File: src/hdl/vmm_pkg.sv
// Shared types and constants for the vector-matrix multiply block.
// No dependencies; compiled first.
`default_nettype none

package vmm_pkg;

  // Default storage sizes
  localparam int unsigned MaxRowsDef = 16;
  localparam int unsigned MaxColsDef = 16;

  // Fixed field widths
  localparam int unsigned RegW    = 5;
  localparam int unsigned ValW    = 32;
  localparam int unsigned ColIdxW = 4;
  localparam int unsigned CfgIdxW = 1;

  // Register indexes
  typedef enum logic [CfgIdxW-1:0] {
    CfgRows = 1'b0,
    CfgCols = 1'b1
  } cfg_idx_e;

  localparam logic [RegW-1:0] RowsReset = 5'd16;
  localparam logic [RegW-1:0] ColsReset = 5'd16;

  // Item commands
  typedef enum logic {
    CmdLoad   = 1'b0,
    CmdVector = 1'b1
  } cmd_e;

  typedef struct packed {
    logic                   cmd;
    logic signed [ValW-1:0] operand_value;
  } in_item_t;

  typedef struct packed {
    logic signed [ValW-1:0] sum_value;
    logic [ColIdxW-1:0]     column_index;
    logic                   last_flag;
  } out_item_t;

  // Sequencer states
  typedef enum logic [2:0] {
    StIdle,
    StMac,
    StDrain,
    StEmitRd,
    StEmitLd
  } state_e;

  // Column-sum bank strobes
  typedef struct packed {
    logic rd_en;
    logic wr_en;
  } sb_ctrl_t;

endpackage

`default_nettype wire

File: src/hdl/vmm_sum_bank.sv
// Column accumulator memory with per-entry valid bits and registered read.
// Depends on vmm_pkg.
`default_nettype none

module vmm_sum_bank #(
  parameter int unsigned MAX_COLS = vmm_pkg::MaxColsDef,
  localparam int unsigned ColW = (MAX_COLS > 1) ? $clog2(MAX_COLS) : 1
) (
  input  wire logic                     clk_i,
  input  wire logic                     rst_ni,
  input  wire vmm_pkg::sb_ctrl_t        ctrl_i,
  input  wire logic [ColW-1:0]          rd_addr_i,
  input  wire logic [ColW-1:0]          wr_addr_i,
  input  wire logic [vmm_pkg::ValW-1:0] wr_data_i,
  output logic      [vmm_pkg::ValW-1:0] rd_data_o
);
  import vmm_pkg::*;

  logic [ValW-1:0] mem [MAX_COLS];
  logic [MAX_COLS-1:0] valid_q;
  logic [ValW-1:0] rd_data_q;
  logic            rd_valid_q;

  // Valid bits: an entry never written reads as zero
  always_ff @(posedge clk_i or negedge rst_ni) begin
    if (!rst_ni) begin
      valid_q    <= '0;
      rd_valid_q <= 1'b0;
    end else begin
      if (ctrl_i.wr_en) begin
        valid_q[wr_addr_i] <= 1'b1;
      end
      if (ctrl_i.rd_en) begin
        rd_valid_q <= valid_q[rd_addr_i];
      end
    end
  end

  // Storage, one write and one read port
  always_ff @(posedge clk_i) begin
    if (ctrl_i.wr_en) begin
      mem[wr_addr_i] <= wr_data_i;
    end
    if (ctrl_i.rd_en) begin
      rd_data_q <= mem[rd_addr_i];
    end
  end

  assign rd_data_o = rd_valid_q ? rd_data_q : '0;

endmodule

`default_nettype wire

File: config.mk
export PLATFORM = sky130hd
export DESIGN_NAME = vmm_sum_bank
export DESIGN_NICKNAME = d
export VERILOG_FILES = /design/src/hdl/vmm_pkg.sv /design/src/hdl/vmm_sum_bank.sv
export SDC_FILE = /design/constraint.sdc
export NUM_CORES = 1
export LEC_CHECK = 0
export BUFFER_PORTS_ARGS = -buffer_cell sky130_fd_sc_hd__buf_4
export CAP_MARGIN = 15
export CORE_ASPECT_RATIO = 1.75
export CORE_MARGIN = 3
export CORE_UTILIZATION = 50
export CTS_CLUSTER_SIZE = 10
export DETAILED_ROUTE_END_ITERATION = 10
export PLACE_DENSITY = 0.67
export SLEW_MARGIN = 0
export SYNTH_ARGS = -nofsm -noshare
export SYNTH_HDL_FRONTEND = slang
export SYNTH_SLANG_ARGS = --single-unit
File: constraint.sdc
create_clock -name clk_i -period 4.77 [get_ports clk_i]
set_input_delay 0.954 -clock clk_i [delete_from_list [all_inputs] [get_ports clk_i]]
set_output_delay 0.954 -clock clk_i [all_outputs]
set_load 0.02 [all_outputs]
After elaboration in Yosys (flattened, before gate mapping):

Memory sizes are Yosys's and may differ from the RTL's. A register that Yosys moved wholly into a read port is not among the register bits.
Cells that the tools add are included.
Widths: inputs -> output; s select.

* $lt $le $gt $ge: 3
* bitwise logic cells: 1
* muxes and demuxes: 7
* reduce and logical (&&, ||, !) cells: 1

Operator list (number)
* $mux 32: 1
* $or 16x16->16: 1
* $lt 4x5->1 const B: 2
* $bmux 1 s4: 1
* $demux 1 s4: 1
* $ge 4x1->1 const B: 1
* $mux 1: 4
* $logic_and 1x1->1: 1

* bits in registers: 17
* memories: 1
* bits in writable memories: 512
* word-level logic and storage cells: 15

Memory list
* mem: words 16, bits a word 32, read ports 1, clocked after Yosys merged registers in 1, wr ports 1, RTL line vmm_sum_bank.sv:19 `logic [ValW-1:0] mem [MAX_COLS];`

Longest topological paths before layout:

* depth in word-level cells: 5
* mapped depth: 6

Worst setup path before layout:

No wires, ideal clock.

* path kind: input -> register
* start: input wr_addr_i[2]
* end: memory mem[0][0], enable pin
* data arrival time: 3702 ps
* stages: 2
* setup slack: 605 ps
* path buffers: 0
* required time: 4307 ps
* setup time: 463 ps
* cell sequence: or3b_2 -> nor3_1

RTL lines
* start: declaration: RTL line vmm_sum_bank.sv:13 `input wire logic [ColW-1:0] wr_addr_i,`
* end: declaration: RTL line vmm_sum_bank.sv:19

No word-level cell before the write port.

Worst setup path after layout:

* start: register rd_valid_q
* end: output rd_data_o[14] (netlist name)

* longest elaborated chain between the ends: 1

RTL lines
* start: declaration: RTL line vmm_sum_bank.sv:22 `logic rd_valid_q;`
* start signal: assignment: RTL line vmm_sum_bank.sv:34 `rd_valid_q <= valid_q[rd_addr_i];`
* $mux 32: RTL line vmm_sum_bank.sv:49 `assign rd_data_o = rd_valid_q ? rd_data_q : '0;`
* end: declaration: RTL line vmm_sum_bank.sv:15 `output logic [vmm_pkg::ValW-1:0] rd_data_o`

No other way between the ends.

==> flow_summary.toml <==
[detailed_routing]
dr_wl_met3_um = 2320
topRoutingLayerUsed = "met4"
wl_met2_um = 24100
avgViaCountPerCell = 5.99
drtPass1Iterations = 5
postRouteAntennaNets = 0
vias = 9292
wl_um = 44300
avgRoutedWirePerCell_um = 28.6
drc_errors = 0
wl_met1_um = 16800
drtIter0Drc = 857

[place]
port_buffers = 75
placed_cell_area_sq_mm = 0.0225
place.gp.congestion = 0.728
hpwl_um = 22400

[floorplanning]
floorplan.io_pins = 76
core_sq_mm = 0.0417
rows = 99
die-area_sq_mm = 0.0449
die_h_um = 278
die_w_um = 161
start_util_pct = 50.6

[yosys]
synth_top_area_share_pct = 77.3
synth_most_common_cell = "edfxtp_1"
synthCells = 841
synthArstFlopShare_pct = 3.03
synth-edff-count = 544
avgSynthCellArea_sq_um = 25.1
synth_area_leader_cell = "edfxtp_1"
ys_warn_count = 0
synth.distinct_cells = 18
syn_area_sq_mm = 0.0211
synthTopCellsByCount = "544 x edfxtp_1, 164 x mux4_2, 32 x and2_1"
ys_ff_latch = 561
yosysSeqAreaShare_pct = 79.3
synthTopCellsByArea = "edfxtp_1 77%, mux4_2 17%, dfrtp_1 2.0%, and2_1 0.95%, buf_6 0.48%"
synthFlopType = "edfxtp_1"
syn_nets = 885

[cells_and_area]
fin_area_sq_mm = 0.0244
nets = 1016
drive_gt1_share_pct = 37.8
area_growth_syn_to_layout_pct = 15.2

[critical_path]
cp_data_required_time_ns = 3.82
cp_max_fo = 24
critPathKind = "reg2out"
critPathLaunchType = "flop"
cp.arrival_ns = 2.03
crit_path_end_kind = "output port"
r2r_cells = 2

[job]
drv_cap = 0

[clock_network]
cts-root-buf = "clkbuf_16"
clkTransAtPathRegs_ns = 0.05
cts_resized = 0
cts_tree = "done"
clock_path_buffers = 3
cts_setup_buffers = 0
clock_sinks = 561
clk_latency_ns = 0.57
cts_buffers = 66
hold_buffers = 0
htree_num_levels = 3

[power_and_ir_drop]
pwr-share-seq_pct = 52.6
switchingPower_mw = 2.23
p_sw_share_pct = 20.9
p_int_mw = 8.44
p_per_area_mw_per_mm2 = 438
clockPowerShare_pct = 40.6
pwr-share-comb_pct = 6.9
p_leak_nw = 7.74
ir_worst_vdd_uv = 255

[timing]
relSlewSlack_pct = 37.5
hold_viol = 0
rsz0062_at_grt = "false"
tightest_slew_ns = 0.937
tns_ns = 0
final-setup-viol-count = 0
timing.fmax_ghz = 0.336
fin_skew_ns = 0.0102
min_period_over_period_pct = 62.5
slew_violations = 0
fin_crit_ns = 2.98

[global_route]
track_usage_pct = 20.5
grt_overflow_total = 0
grt_max_degree = 44
grt_pass1_wl_um = 66200
antenna_found_initial = 1
grt_pass1_vias = 10108

[status]
outcome = "finished clean"

[worst_hold_path]
hold_class = "in2async"
-- final cells by class --
cell class,instances,area (sq um)
diodes,1,2.50
clock buffers,84,1740
clock inverters,7,76.3
fillers,2947,17400
multi-input cells,239,4260
flip-flops and latches,561,16800
well taps,555,694
repair buffers,104,825
-- path summary, 6_finish.rpt --
| check | from | to | slack (ns) |
|---|---|---|---|
| min in group clk_i | valid_q[14]$_DFFE_PN0P_ | valid_q[14]$_DFFE_PN0P_ | 0.46 |
| worst max-delay path | rd_valid_q$_DFFE_PN0P_ | rd_data_o[14] | 1.79 |
| worst max register to register | mem[2][30]$_DFFE_PP_ | rd_data_q[30]$_DFFE_PP_ | 3.14 |
| worst min register to register | valid_q[14]$_DFFE_PN0P_ | valid_q[14]$_DFFE_PN0P_ | 0.46 |
| worst min-delay path | rst_ni | valid_q[4]$_DFFE_PN0P_ | 0.23 |
| max in group asynchronous | rst_ni | valid_q[10]$_DFFE_PN0P_ | 4.34 |
-- cell usage in the layout, fill, tap and decap left out --
cell type	instances
nand3_1	1
nor3_2	4
buf_4	100
clkbuf_16	67
or2_2	16
buf_12	3
nor2_4	12
clkbuf_8	1
clkbuf_1	17
nand2b_1	2
edfxtp_1	544
clkinv_8	2
mux4_2	164
mux2i_1	3
and2_1	32
mux2_2	1
dfrtp_1	17
nand2_1	1
diode_2	1
inv_6	5
nand3b_1	2
or3b_2	1
-- power groups by stage --
| stage | Sequential [mW] | Combinational (mW) | Clock, mW |
|---|---|---|---|
| 6_report | 5.61 | 0.733 | 4.33 |
| 5_1_grt | 5.62 | 0.784 | 4.60 |
| 4_1_cts | 5.61 | 0.747 | 4.42 |
| 3_5_place_dp | 5.71 | 0.745 | 0 |
| 3_3_place_gp | 5.70 | 0.736 | 0 |
| 2_1_floorplan | 5.69 | 0.437 | 0 |
-- sequential cells by signal, summed over array words and instances (netlist names) --
signal / cells
rd_valid_q: 1
rd_data_q: 32
mem: 512
valid_q: 16
-- layer usage --
metal | up-vias | global-route usage, %
li1 | 3840 | -
met1 | 5065 | 26.1
met2 | 324 | 36.6
met3 | 63 | 3.08
met4 | 0 | 6.54
met5 | - | 0
-- per-stage QoR --
step | setup slack (ns) | total power, mW | std cells | util, % | hold WS (ns)
final | 1.79 | 10.7 | 1551 | 58.3 | 0.235
after detailed placement | 1.52 | 6.45 | 1459 | 54.0 | 0.451
after floorplan | 0.605 | 6.12 | 841 | - | 0.434
after global routing | 1.66 | 11.0 | 1551 | 58.3 | 0.228
after CTS | 1.68 | 10.8 | 1550 | 58.3 | 0.217
after global placement | 1.51 | 6.44 | 1459 | 54.0 | 0.446
-- worst max-delay path, stage by stage, from the launching register on --
cell and delay (ns):
dfrtp_1 0.54, buf_4 0.43, and2_1 0.29, buf_4 0.18
-- logic make-up after synthesis --
| logic type | after synthesis | synth area share, % |
|---|---|---|
| flops | 561 | 79.3 |
| mux | 168 | 17.7 |
| simple gates | 71 | 1.94 |
| buf+inv | 41 | 1.09 |
Note: power is estimated with default switching activity, not from simulation.
